File: src/hdl/ogtr_pkg.sv
// Shared constants, codes and types of the outlined glyph text renderer.
package ogtr_pkg;

    localparam int FONT_WIDTH       = 8;
    localparam int FONT_HEIGHT_DEF  = 16;
    localparam int Q_DEPTH          = 4;
    localparam int CFG_ADDR_W       = 3;
    localparam int CFG_DATA_W       = 16;

    typedef enum logic [1:0] {
        CMD_ROW     = 2'd0,
        CMD_NEWLINE = 2'd1,
        CMD_START   = 2'd2
    } t_cmd;

    localparam logic [CFG_ADDR_W-1:0] REG_FG_COLOR      = 3'd0;
    localparam logic [CFG_ADDR_W-1:0] REG_AREA_LEFT     = 3'd1;
    localparam logic [CFG_ADDR_W-1:0] REG_AREA_TOP      = 3'd2;
    localparam logic [CFG_ADDR_W-1:0] REG_AREA_WIDTH    = 3'd3;
    localparam logic [CFG_ADDR_W-1:0] REG_AREA_HEIGHT   = 3'd4;
    localparam logic [CFG_ADDR_W-1:0] REG_CLIP_ENABLE   = 3'd5;
    localparam logic [CFG_ADDR_W-1:0] REG_CANVAS_WIDTH  = 3'd6;
    localparam logic [CFG_ADDR_W-1:0] REG_CANVAS_HEIGHT = 3'd7;

    typedef struct packed {
        logic signed [15:0] pixel_x;
        logic signed [15:0] pixel_y;
        logic [7:0]         fg_mask;
        logic [7:0]         outline_mask;
        logic [8:0]         draw_color;
        logic [8:0]         outline_color;
        logic               glyph_done;
        logic               area_full;
    } t_result;

endpackage

File: src/hdl/ogtr_ifs.sv
// Handshake interfaces of the renderer: command input, result output, config writes.
interface ogtr_cmd_if;
    logic       valid;
    logic       ready;
    logic [1:0] cmd;
    logic [7:0] row_bits;

    modport source (output valid, cmd, row_bits, input ready);
    modport sink   (input valid, cmd, row_bits, output ready);
endinterface

interface ogtr_res_if;
    logic               valid;
    logic               ready;
    logic signed [15:0] pixel_x;
    logic signed [15:0] pixel_y;
    logic [7:0]         fg_mask;
    logic [7:0]         outline_mask;
    logic [8:0]         draw_color;
    logic [8:0]         outline_color;
    logic               glyph_done;
    logic               area_full;

    modport source (output valid, pixel_x, pixel_y, fg_mask, outline_mask, draw_color,
                    outline_color, glyph_done, area_full, input ready);
    modport sink   (input valid, pixel_x, pixel_y, fg_mask, outline_mask, draw_color,
                    outline_color, glyph_done, area_full, output ready);
endinterface

interface ogtr_cfg_if;
    logic                                valid;
    logic                                ready;
    logic [ogtr_pkg::CFG_ADDR_W-1:0]     addr;
    logic [ogtr_pkg::CFG_DATA_W-1:0]     data;

    modport source (output valid, addr, data, input ready);
    modport sink   (input valid, addr, data, output ready);
endinterface

File: src/hdl/outlined_glyph_text_renderer.sv
// Outlined glyph text renderer: row masks, clipping, cursor and a small result queue.
//
//  channel  dir  payload                                        handshake
//  i_cmd    in   cmd, row_bits                                  valid/ready
//  o_res    out  pixel_x/y, fg/outline mask, colors, done, full valid/ready
//  i_cfg    in   addr (register index), data                    valid/ready (always ready)
//
// One item is taken per cycle while i_cmd.ready is high; its results are written into the
// result queue at the accepting edge and leave on o_res in queue order (a row comes out one row late).
// The last row of a glyph yields two results, which o_res hands out one after the other.
// i_cmd.ready drops while the four-entry result queue has fewer than two free slots.
// Reset (synchronous, active low) restores the register defaults, clears the cursor and empties the queue.
module outlined_glyph_text_renderer #(
    parameter int FONT_HEIGHT = ogtr_pkg::FONT_HEIGHT_DEF
) (
    input  logic             i_clk,
    input  logic             i_rst_n,
    ogtr_cmd_if.sink         i_cmd,
    ogtr_res_if.source       o_res,
    ogtr_cfg_if.sink         i_cfg
);

    localparam int ROW_W = (FONT_HEIGHT > 2) ? $clog2(FONT_HEIGHT) : 1;
    localparam int QP_W  = $clog2(ogtr_pkg::Q_DEPTH);
    localparam int QC_W  = QP_W + 1;

    // configuration
    logic [8:0]         r_fg_color;
    logic [15:0]        r_area_left;
    logic [15:0]        r_area_top;
    logic [14:0]        r_area_width;
    logic [14:0]        r_area_height;
    logic               r_clip_enable;
    logic [14:0]        r_canvas_width;
    logic [14:0]        r_canvas_height;

    // cursor and glyph state
    logic [15:0]        r_cursor_x, n_cursor_x;
    logic [15:0]        r_cursor_y, n_cursor_y;
    logic [ROW_W-1:0]   r_row_count, n_row_count;
    logic [7:0]         r_above_row, n_above_row;
    logic [7:0]         r_held_row, n_held_row;
    logic               r_full, n_full;

    // result queue
    ogtr_pkg::t_result  r_q [ogtr_pkg::Q_DEPTH];
    logic [QP_W-1:0]    r_wr_ptr, r_rd_ptr;
    logic [QC_W-1:0]    r_count;

    logic               in_fire, out_fire;
    logic               push0, push1;
    ogtr_pkg::t_result  res0, res1;

    logic [16:0]        cx17, cy17, y_mid, y_last, lf_ny;
    logic [17:0]        lf_lim, adv_nx, adv_lim;
    logic               lf_full, adv_wrap;
    logic [QC_W-1:0]    push_n;

    function automatic ogtr_pkg::t_result f_emit(
        input logic [7:0]  row,
        input logic [7:0]  above,
        input logic [7:0]  below,
        input logic [16:0] x,
        input logic [16:0] y,
        input logic        done,
        input logic        full,
        input logic        clip,
        input logic [14:0] cw,
        input logic [14:0] ch,
        input logic [8:0]  color
    );
        ogtr_pkg::t_result r;
        logic [7:0]  keep;
        logic [7:0]  ol;
        logic [16:0] px;
        logic        y_ok;
        ol   = (above | below | (row << 1) | (row >> 1)) & ~row;
        y_ok = !y[16] && ($signed(y) < $signed({2'b00, ch}));
        for (int i = 0; i < ogtr_pkg::FONT_WIDTH; i++) begin
            px = x + 17'(i);
            keep[ogtr_pkg::FONT_WIDTH-1-i] = y_ok && !px[16]
                                           && ($signed(px) < $signed({2'b00, cw}));
        end
        if (!clip) begin
            keep = 8'hFF;
        end
        r.pixel_x       = x[15:0];
        r.pixel_y       = y[15:0];
        r.fg_mask       = row & keep;
        r.outline_mask  = ol & keep;
        r.draw_color    = color;
        r.outline_color = ~color;
        r.glyph_done    = done;
        r.area_full     = full;
        return r;
    endfunction

    assign i_cfg.ready = 1'b1;
    assign i_cmd.ready = (r_count <= QC_W'(ogtr_pkg::Q_DEPTH - 2));
    assign in_fire     = i_cmd.valid && i_cmd.ready;
    assign out_fire    = o_res.valid && o_res.ready;

    // cursor arithmetic, all in widened signed form
    always_comb begin
        cx17     = {r_cursor_x[15], r_cursor_x};
        cy17     = {r_cursor_y[15], r_cursor_y};
        y_mid    = cy17 + {{(17-ROW_W){1'b0}}, r_row_count} - 17'd1;
        y_last   = cy17 + 17'(FONT_HEIGHT - 1);
        lf_ny    = cy17 + 17'(FONT_HEIGHT);
        lf_lim   = {{2{r_area_top[15]}}, r_area_top} + {3'b000, r_area_height};
        lf_full  = ($signed(lf_ny) > 17'sd32767)
                || ($signed({lf_ny[16], lf_ny}) >= $signed(lf_lim));
        adv_nx   = {{2{r_cursor_x[15]}}, r_cursor_x} + 18'd8;
        adv_lim  = {{2{r_area_left[15]}}, r_area_left} + {3'b000, r_area_width};
        adv_wrap = ($signed(adv_nx) > 18'sd32767) || ($signed(adv_nx) >= $signed(adv_lim));
    end

    always_comb begin
        n_cursor_x  = r_cursor_x;
        n_cursor_y  = r_cursor_y;
        n_row_count = r_row_count;
        n_above_row = r_above_row;
        n_held_row  = r_held_row;
        n_full      = r_full;
        push0       = 1'b0;
        push1       = 1'b0;
        res0 = f_emit(r_held_row, r_above_row, i_cmd.row_bits, cx17, y_mid, 1'b0, 1'b0,
                      r_clip_enable, r_canvas_width, r_canvas_height, r_fg_color);
        res1 = f_emit(i_cmd.row_bits, r_held_row, 8'h00, cx17, y_last, 1'b1,
                      adv_wrap && lf_full,
                      r_clip_enable, r_canvas_width, r_canvas_height, r_fg_color);
        if (in_fire) begin
            case (i_cmd.cmd)
                ogtr_pkg::CMD_START: begin
                    n_cursor_x  = r_area_left;
                    n_cursor_y  = r_area_top;
                    n_full      = 1'b0;
                    n_row_count = '0;
                    n_above_row = '0;
                    n_held_row  = '0;
                end
                ogtr_pkg::CMD_NEWLINE: begin
                    if (!r_full) begin
                        n_row_count = '0;
                        n_above_row = '0;
                        n_held_row  = '0;
                        n_cursor_x  = r_area_left;
                        if (lf_full) begin
                            n_full = 1'b1;
                        end else begin
                            n_cursor_y = lf_ny[15:0];
                        end
                    end
                end
                ogtr_pkg::CMD_ROW: begin
                    if (!r_full) begin
                        if (r_row_count == '0) begin
                            n_above_row = '0;
                            n_held_row  = i_cmd.row_bits;
                            n_row_count = ROW_W'(1);
                        end else if (r_row_count == ROW_W'(FONT_HEIGHT - 1)) begin
                            push0       = 1'b1;
                            push1       = 1'b1;
                            n_row_count = '0;
                            n_above_row = '0;
                            n_held_row  = '0;
                            if (adv_wrap) begin
                                n_cursor_x = r_area_left;
                                if (lf_full) begin
                                    n_full = 1'b1;
                                end else begin
                                    n_cursor_y = lf_ny[15:0];
                                end
                            end else begin
                                n_cursor_x = adv_nx[15:0];
                            end
                        end else begin
                            push0       = 1'b1;
                            n_above_row = r_held_row;
                            n_held_row  = i_cmd.row_bits;
                            n_row_count = r_row_count + 1'b1;
                        end
                    end
                end
                default: begin
                end
            endcase
        end
        push_n = {{(QC_W-1){1'b0}}, push0} + {{(QC_W-1){1'b0}}, push1};
    end

    always_ff @(posedge i_clk) begin
        if (!i_rst_n) begin
            r_fg_color      <= 9'h1FF;
            r_area_left     <= '0;
            r_area_top      <= '0;
            r_area_width    <= 15'h7FFF;
            r_area_height   <= 15'h7FFF;
            r_clip_enable   <= 1'b1;
            r_canvas_width  <= 15'd320;
            r_canvas_height <= 15'd240;
        end else if (i_cfg.valid) begin
            case (i_cfg.addr)
                ogtr_pkg::REG_FG_COLOR:      r_fg_color      <= i_cfg.data[8:0];
                ogtr_pkg::REG_AREA_LEFT:     r_area_left     <= i_cfg.data;
                ogtr_pkg::REG_AREA_TOP:      r_area_top      <= i_cfg.data;
                ogtr_pkg::REG_AREA_WIDTH:    r_area_width    <= i_cfg.data[14:0];
                ogtr_pkg::REG_AREA_HEIGHT:   r_area_height   <= i_cfg.data[14:0];
                ogtr_pkg::REG_CLIP_ENABLE:   r_clip_enable   <= i_cfg.data[0];
                ogtr_pkg::REG_CANVAS_WIDTH:  r_canvas_width  <= i_cfg.data[14:0];
                ogtr_pkg::REG_CANVAS_HEIGHT: r_canvas_height <= i_cfg.data[14:0];
                default: begin
                end
            endcase
        end
    end

    always_ff @(posedge i_clk) begin
        if (!i_rst_n) begin
            r_cursor_x  <= '0;
            r_cursor_y  <= '0;
            r_row_count <= '0;
            r_above_row <= '0;
            r_held_row  <= '0;
            r_full      <= 1'b0;
            r_wr_ptr    <= '0;
            r_rd_ptr    <= '0;
            r_count     <= '0;
        end else begin
            r_cursor_x  <= n_cursor_x;
            r_cursor_y  <= n_cursor_y;
            r_row_count <= n_row_count;
            r_above_row <= n_above_row;
            r_held_row  <= n_held_row;
            r_full      <= n_full;
            r_wr_ptr    <= r_wr_ptr + push_n[QP_W-1:0];
            r_rd_ptr    <= r_rd_ptr + QP_W'(out_fire);
            r_count     <= r_count + push_n - QC_W'(out_fire);
        end
    end

    // queue payload, no reset needed
    always_ff @(posedge i_clk) begin
        if (push0) begin
            r_q[r_wr_ptr] <= res0;
        end
        if (push1) begin
            r_q[r_wr_ptr + 1'b1] <= res1;
        end
    end

    assign o_res.valid         = (r_count != '0);
    assign o_res.pixel_x       = r_q[r_rd_ptr].pixel_x;
    assign o_res.pixel_y       = r_q[r_rd_ptr].pixel_y;
    assign o_res.fg_mask       = r_q[r_rd_ptr].fg_mask;
    assign o_res.outline_mask  = r_q[r_rd_ptr].outline_mask;
    assign o_res.draw_color    = r_q[r_rd_ptr].draw_color;
    assign o_res.outline_color = r_q[r_rd_ptr].outline_color;
    assign o_res.glyph_done    = r_q[r_rd_ptr].glyph_done;
    assign o_res.area_full     = r_q[r_rd_ptr].area_full;

endmodule
File: src/flat_wrapper.sv
// flat-port wrapper written by rule: the top's interface ports become plain ports
module outlined_glyph_text_renderer_flat 
#(
    parameter int FONT_HEIGHT = ogtr_pkg::FONT_HEIGHT_DEF
)
  (i_clk, i_rst_n, i_cmd_valid, i_cmd_cmd, i_cmd_row_bits, i_cmd_ready, o_res_valid, o_res_pixel_x, o_res_pixel_y, o_res_fg_mask, o_res_outline_mask, o_res_draw_color, o_res_outline_color, o_res_glyph_done, o_res_area_full, o_res_ready, i_cfg_valid, i_cfg_addr, i_cfg_data, i_cfg_ready);
  ogtr_cmd_if i_cmd_i ();
  ogtr_res_if o_res_i ();
  ogtr_cfg_if i_cfg_i ();
  input  logic i_clk;
  input  logic i_rst_n;
  input wire logic [$bits(i_cmd_i.valid)-1:0] i_cmd_valid;
  input wire logic [$bits(i_cmd_i.cmd)-1:0] i_cmd_cmd;
  input wire logic [$bits(i_cmd_i.row_bits)-1:0] i_cmd_row_bits;
  output wire logic [$bits(i_cmd_i.ready)-1:0] i_cmd_ready;
  output wire logic [$bits(o_res_i.valid)-1:0] o_res_valid;
  output wire logic [$bits(o_res_i.pixel_x)-1:0] o_res_pixel_x;
  output wire logic [$bits(o_res_i.pixel_y)-1:0] o_res_pixel_y;
  output wire logic [$bits(o_res_i.fg_mask)-1:0] o_res_fg_mask;
  output wire logic [$bits(o_res_i.outline_mask)-1:0] o_res_outline_mask;
  output wire logic [$bits(o_res_i.draw_color)-1:0] o_res_draw_color;
  output wire logic [$bits(o_res_i.outline_color)-1:0] o_res_outline_color;
  output wire logic [$bits(o_res_i.glyph_done)-1:0] o_res_glyph_done;
  output wire logic [$bits(o_res_i.area_full)-1:0] o_res_area_full;
  input wire logic [$bits(o_res_i.ready)-1:0] o_res_ready;
  input wire logic [$bits(i_cfg_i.valid)-1:0] i_cfg_valid;
  input wire logic [$bits(i_cfg_i.addr)-1:0] i_cfg_addr;
  input wire logic [$bits(i_cfg_i.data)-1:0] i_cfg_data;
  output wire logic [$bits(i_cfg_i.ready)-1:0] i_cfg_ready;
  assign i_cmd_i.valid = i_cmd_valid;
  assign i_cmd_i.cmd = i_cmd_cmd;
  assign i_cmd_i.row_bits = i_cmd_row_bits;
  assign i_cmd_ready = i_cmd_i.ready;
  assign o_res_valid = o_res_i.valid;
  assign o_res_pixel_x = o_res_i.pixel_x;
  assign o_res_pixel_y = o_res_i.pixel_y;
  assign o_res_fg_mask = o_res_i.fg_mask;
  assign o_res_outline_mask = o_res_i.outline_mask;
  assign o_res_draw_color = o_res_i.draw_color;
  assign o_res_outline_color = o_res_i.outline_color;
  assign o_res_glyph_done = o_res_i.glyph_done;
  assign o_res_area_full = o_res_i.area_full;
  assign o_res_i.ready = o_res_ready;
  assign i_cfg_i.valid = i_cfg_valid;
  assign i_cfg_i.addr = i_cfg_addr;
  assign i_cfg_i.data = i_cfg_data;
  assign i_cfg_ready = i_cfg_i.ready;
  outlined_glyph_text_renderer #(.FONT_HEIGHT(FONT_HEIGHT)) u_core (.i_clk(i_clk), .i_rst_n(i_rst_n), .i_cmd(i_cmd_i), .o_res(o_res_i), .i_cfg(i_cfg_i));
endmodule
File: config.mk
export PLATFORM = sky130hd
export DESIGN_NAME = outlined_glyph_text_renderer_flat
export DESIGN_NICKNAME = d
export VERILOG_FILES = /design/src/hdl/ogtr_pkg.sv /design/src/hdl/ogtr_ifs.sv /design/src/hdl/outlined_glyph_text_renderer.sv /design/src/flat_wrapper.sv
export SDC_FILE = /design/constraint.sdc
export NUM_CORES = 1
export LEC_CHECK = 0
export BUFFER_PORTS_ARGS = -buffer_cell sky130_fd_sc_hd__buf_2
export CORE_MARGIN = 3
export CORE_UTILIZATION = 61
export DETAILED_ROUTE_END_ITERATION = 8
export GPL_TIMING_DRIVEN = 0
export HOLD_SLACK_MARGIN = 0.05
export PLACE_DENSITY_LB_ADDON = 0.3
export SLEW_MARGIN = 20
export SYNTH_ARGS = -nofsm -noshare
export SYNTH_HDL_FRONTEND = slang
export SYNTH_SLANG_ARGS = --single-unit
File: constraint.sdc
create_clock -name i_clk -period 13.21 [get_ports i_clk]
set_input_delay 1.321 -clock i_clk [delete_from_list [all_inputs] [get_ports i_clk]]
set_output_delay 1.321 -clock i_clk [all_outputs]
set_load 0.01 [all_outputs]
==> impl_results.md <==
- DP Area: 0.02905 mm^2
- Finished Layout Cells: 3656
- Overall routing resource usage: 36.07%
- P_sw: 1.033 mW
- Clock power share: 35.6%
- Share of cells above drive strength 1: 9.758%
- Antenna violations before repair: 1
- Skew final: 18.55 ps
- Commonest non-fill, non-tap cell in the layout: nand2_1
- Final Hold Vio Count: 0
- Power per cell area: 113.4 mW/mm^2
- Max incr delay on CP: 720 ps
- Sw Share: 29.92%
- Post-synth net total: 3171
- Register area share after synthesis: 41.05%
- Clock latency on the worst-skew pair: 610 ps
- Fillers: 3487
- WHS Endpoint: u_core.r_q[1][1]
- Cells along the critical path: inv_1 > ha_1 > inv_1 > ha_1 > a211o_1 > a21oi_1 > o21ai_0 > a31oi_1 > nor2b_1 > o31ai_1 > inv_1 > ha_1 > a21oi_1 > o211ai_1 > a211oi_1 > a21oi_1 > a311oi_2 > and2_1 > clkbuf_1 > nand2_1 > o221ai_1
- DP Cell Count: 3573
- Setup ws final: 7019 ps
- Register bit total from synthesis: 434
- Critical path fanouts, max: 10
- Final setup fails: 0
- Hold Buf Count CTS: 0
- Synth Area per Inst: 9.611 um^2
- RSZ-0062 raised after global routing: false
- Reg2Reg Setup Slack: 7020 ps
- Syn Std Cell Area: 0.02770 mm^2
- Setup crit start kind: flip-flop
- Place WS: 7259 ps
- H-tree Lvls: 2
- Max-cap violations: 0
- Setup Fix Bufs, Post-CTS: 0
- Max Slew Vio Count: 0
- Final setup TNS: 0 ps
- Row cnt: 77
- Num CTS Buffers: 45
- Data arrival, critical path: 6620 ps
- WL per Instance: 24.05 um
- Clk slew on worst S/H paths: 60 ps
- Ys flop type: edfxtp_1
- Core area: 0.04451 mm^2
- WHS Path Cells: 2
- Least-Margin Pin Slew: 1163 ps
- Slew headroom: 22.01%
- IO Port Bufs: 95
- Number of iterations in the first detailed-routing pass: 6
- Setup CP Type: flip-flop to flip-flop
- Gate power share: 22.3%
- Die height: 219.1 um
- Max Fclk: 161.5 MHz
- Worst R2R End: u_core.r_q[2][29]
- Final net count: 3317
- DRT antenna net count: 0
- Area grow syn2layout: 9.952%
- I/O pin count: 105
- DR DRC count: 0
- Tmin final: 6191 ps
- CP max stage cell: o31ai_1
- Largest net degree at the start of global routing: 49
- Drt via density: 6.539
- Min Hold Slack: 442.4 ps
- Final period util: 46.86%
- Clk root buf: clkbuf_16
- Worst Hold Class: flip-flop to flip-flop
- Clock sink total: 434
- Post-cts resize count: 0
- EDFF count, synth: 268
- DRT iter0 DRCs: 3098
- Gr ovfl total: 0
- Sequential fraction of design power: 42.2%
- WL final: 87930 um
- Syn Inst Count: 2882
- Placer Congestion: 1.030
- Most used cells in the layout excluding fill and tap cells: 406 x nand2_1, 268 x edfxtp_1, 251 x ha_1
- TritonCTS clock tree: built
- WP buf/inv: 4
- Crit end category: flip-flop
- Reg2Reg Depth: 21
- Peak supply drop: 100.7 uV
- Status: finished, final reports clean
- Die X: 219.1 um
- Leak: 11.42 nW
- Async S/R FF share, synth: 0%
- N_diodes: 0
- Dpl hpwl: 64940 um
- Worst path required time: 13640 ps
- CTS Buffer Depth: 3
- Initial Utilization: 62.23%
- Final instance area: 0.03045 mm^2
- CP top delay family: compound AO/OA/AOI/OAI gates
- Int Pwr: 2.419 mW
- First-pass GRT wire length: 132600 um
- Vias in the first global route: 22990
- Synth unique cells: 85
- Die area: 0.04800 mm^2
- Vias: 23910
- Critical R2R Launch: u_core.r_cursor_y[2]
- Hold_sp: u_core.r_q[1][1]
- YS warnings: 0
-- cell families (layout without fill, tap and decap cells) --
family | count (synthesis) | in the layout | synth area share [%]
buffers and inverters | 324 | 506 | 4.549
other | 1 | 1 | 0.01354
AOI/OAI and AO/OA | 626 | 626 | 14.90
xor gates and xnor gates | 161 | 161 | 5.091
muxes | 79 | 79 | 5.958
DFF | 434 | 434 | 41.05
and+or+nand+nor | 1002 | 1002 | 16.81
adders and majority gates | 255 | 255 | 11.63
-- final cells by class --
class | count | area (um^2) | share of cell area [%]
flip-flops and latches | 434 | 11370 | 37.34
inverters | 141 | 529.3 | 1.738
clock inverters | 19 | 182.7 | 0.5998
multi-input cells | 2124 | 15090 | 49.54
well taps | 592 | 740.7 | 2.432
clock buffers | 64 | 1217 | 3.998
repair buffers | 99 | 578.1 | 1.898
plain buffers | 183 | 749.5 | 2.461
-- Yosys cell counts (all sizes together), types with 7 or more instances --
| cell type | n | share of area (%) |
|---|---|---|
| a2111oi | 8 | 0.30 |
| a22oi | 25 | 0.68 |
| clkbuf | 129 | 1.7 |
| nor4 | 23 | 0.57 |
| buf | 54 | 0.89 |
| xnor2 | 110 | 3.5 |
| o41ai | 7 | 0.25 |
| nand2 | 406 | 5.5 |
| nor3 | 48 | 0.90 |
| a211oi | 15 | 0.42 |
| a21o | 38 | 1.0 |
| o31ai | 17 | 0.46 |
| a31oi | 23 | 0.57 |
| nand3 | 95 | 1.7 |
| and2 | 91 | 2.1 |
| a21boi | 11 | 0.30 |
| dfxtp | 166 | 12 |
| mux2 | 7 | 0.28 |
| mux4 | 68 | 5.5 |
| xor2 | 51 | 1.6 |
| nor2 | 205 | 2.8 |
| inv | 140 | 1.9 |
| a211o | 9 | 0.28 |
| o221ai | 27 | 0.85 |
| ha | 251 | 11 |
| o21a | 17 | 0.46 |
| o2bb2ai | 12 | 0.38 |
| a21oi | 184 | 3.3 |
| nor2b | 17 | 0.38 |
| or3 | 11 | 0.27 |
| and3 | 25 | 0.56 |
| o21ai | 78 | 1.4 |
| nand2b | 21 | 0.47 |
| nand4 | 32 | 0.75 |
| o22ai | 73 | 1.6 |
| edfxtp | 268 | 29 |
| o211ai | 27 | 0.73 |
| o21bai | 10 | 0.27 |
-- flip-flops by register name (all words and copies together) (netlist names) --
name and count:
u_core.r_above_row 8, u_core.r_area_height 15, u_core.r_area_left 16, u_core.r_area_top 16, u_core.r_area_width 15, u_core.r_canvas_height 15
u_core.r_canvas_width 15, u_core.r_clip_enable 1, u_core.r_count 3, u_core.r_cursor_x 16, u_core.r_cursor_y 16, u_core.r_fg_color 9
u_core.r_full 1, u_core.r_held_row 8, u_core.r_q 272, u_core.r_rd_ptr 2, u_core.r_row_count 4, u_core.r_wr_ptr 2
-- metal layers --
metal / share of wire (%) / global-route usage (%) / wire length [um]
met4: 3.9 / 13.76 / 3403
met2: 47 / 58.59 / 40950
met5: 0.011 / 0 / 10
met1: 39 / 47.78 / 33940
met3: 11 / 7.505 / 9617
-- stage by stage --
| step | total power, mW | util (%) |
|---|---|---|
| 3_5_place_dp | 2.239 | 65.27 |
| 5_1_grt | 3.567 | 68.42 |
| 6_report | 3.452 | 68.42 |
| 4_1_cts | 3.447 | 68.41 |
| 2_1_floorplan | 1.974 | - |
| 3_3_place_gp | 2.219 | 64.96 |
-- worst max-delay path by stage --
stage                         start                end  slack [ps]  cells past startpoint
2_1_floorplan          i_cmd_cmd[0]   u_core.r_q[1][0]        7960                      7
3_3_place_gp           i_cmd_cmd[0]  u_core.r_q[2][48]        5680                      8
3_5_place_dp   u_core.r_cursor_y[2]  u_core.r_q[0][28]        7260                     21
4_1_cts        u_core.r_cursor_y[2]  u_core.r_q[0][30]        7210                     21
5_1_grt        u_core.r_cursor_y[2]  u_core.r_q[2][29]        6740                     21
6_report       u_core.r_cursor_y[2]  u_core.r_q[2][29]        7020                     21
-- worst register-to-register path, delay by kind of cell (launching register included) --
family / cells / cell delay (ps)
AOI/OAI and AO/OA: 11 / 3350
adders and majority gates: 3 / 900
and+or+nand+nor: 3 / 680
buffers and inverters: 4 / 570
DFF: 1 / 500
-- power groups by stage --
stage	registers, mW	logic [mW]	clock network [mW]
after floorplan	1.48	0.495	0
after global placement	1.48	0.736	0
after detailed placement	1.48	0.755	0
after CTS	1.45	0.762	1.23
after global routing	1.46	0.826	1.28
final	1.46	0.769	1.23
Note: power is estimated with default switching activity, not from simulation.
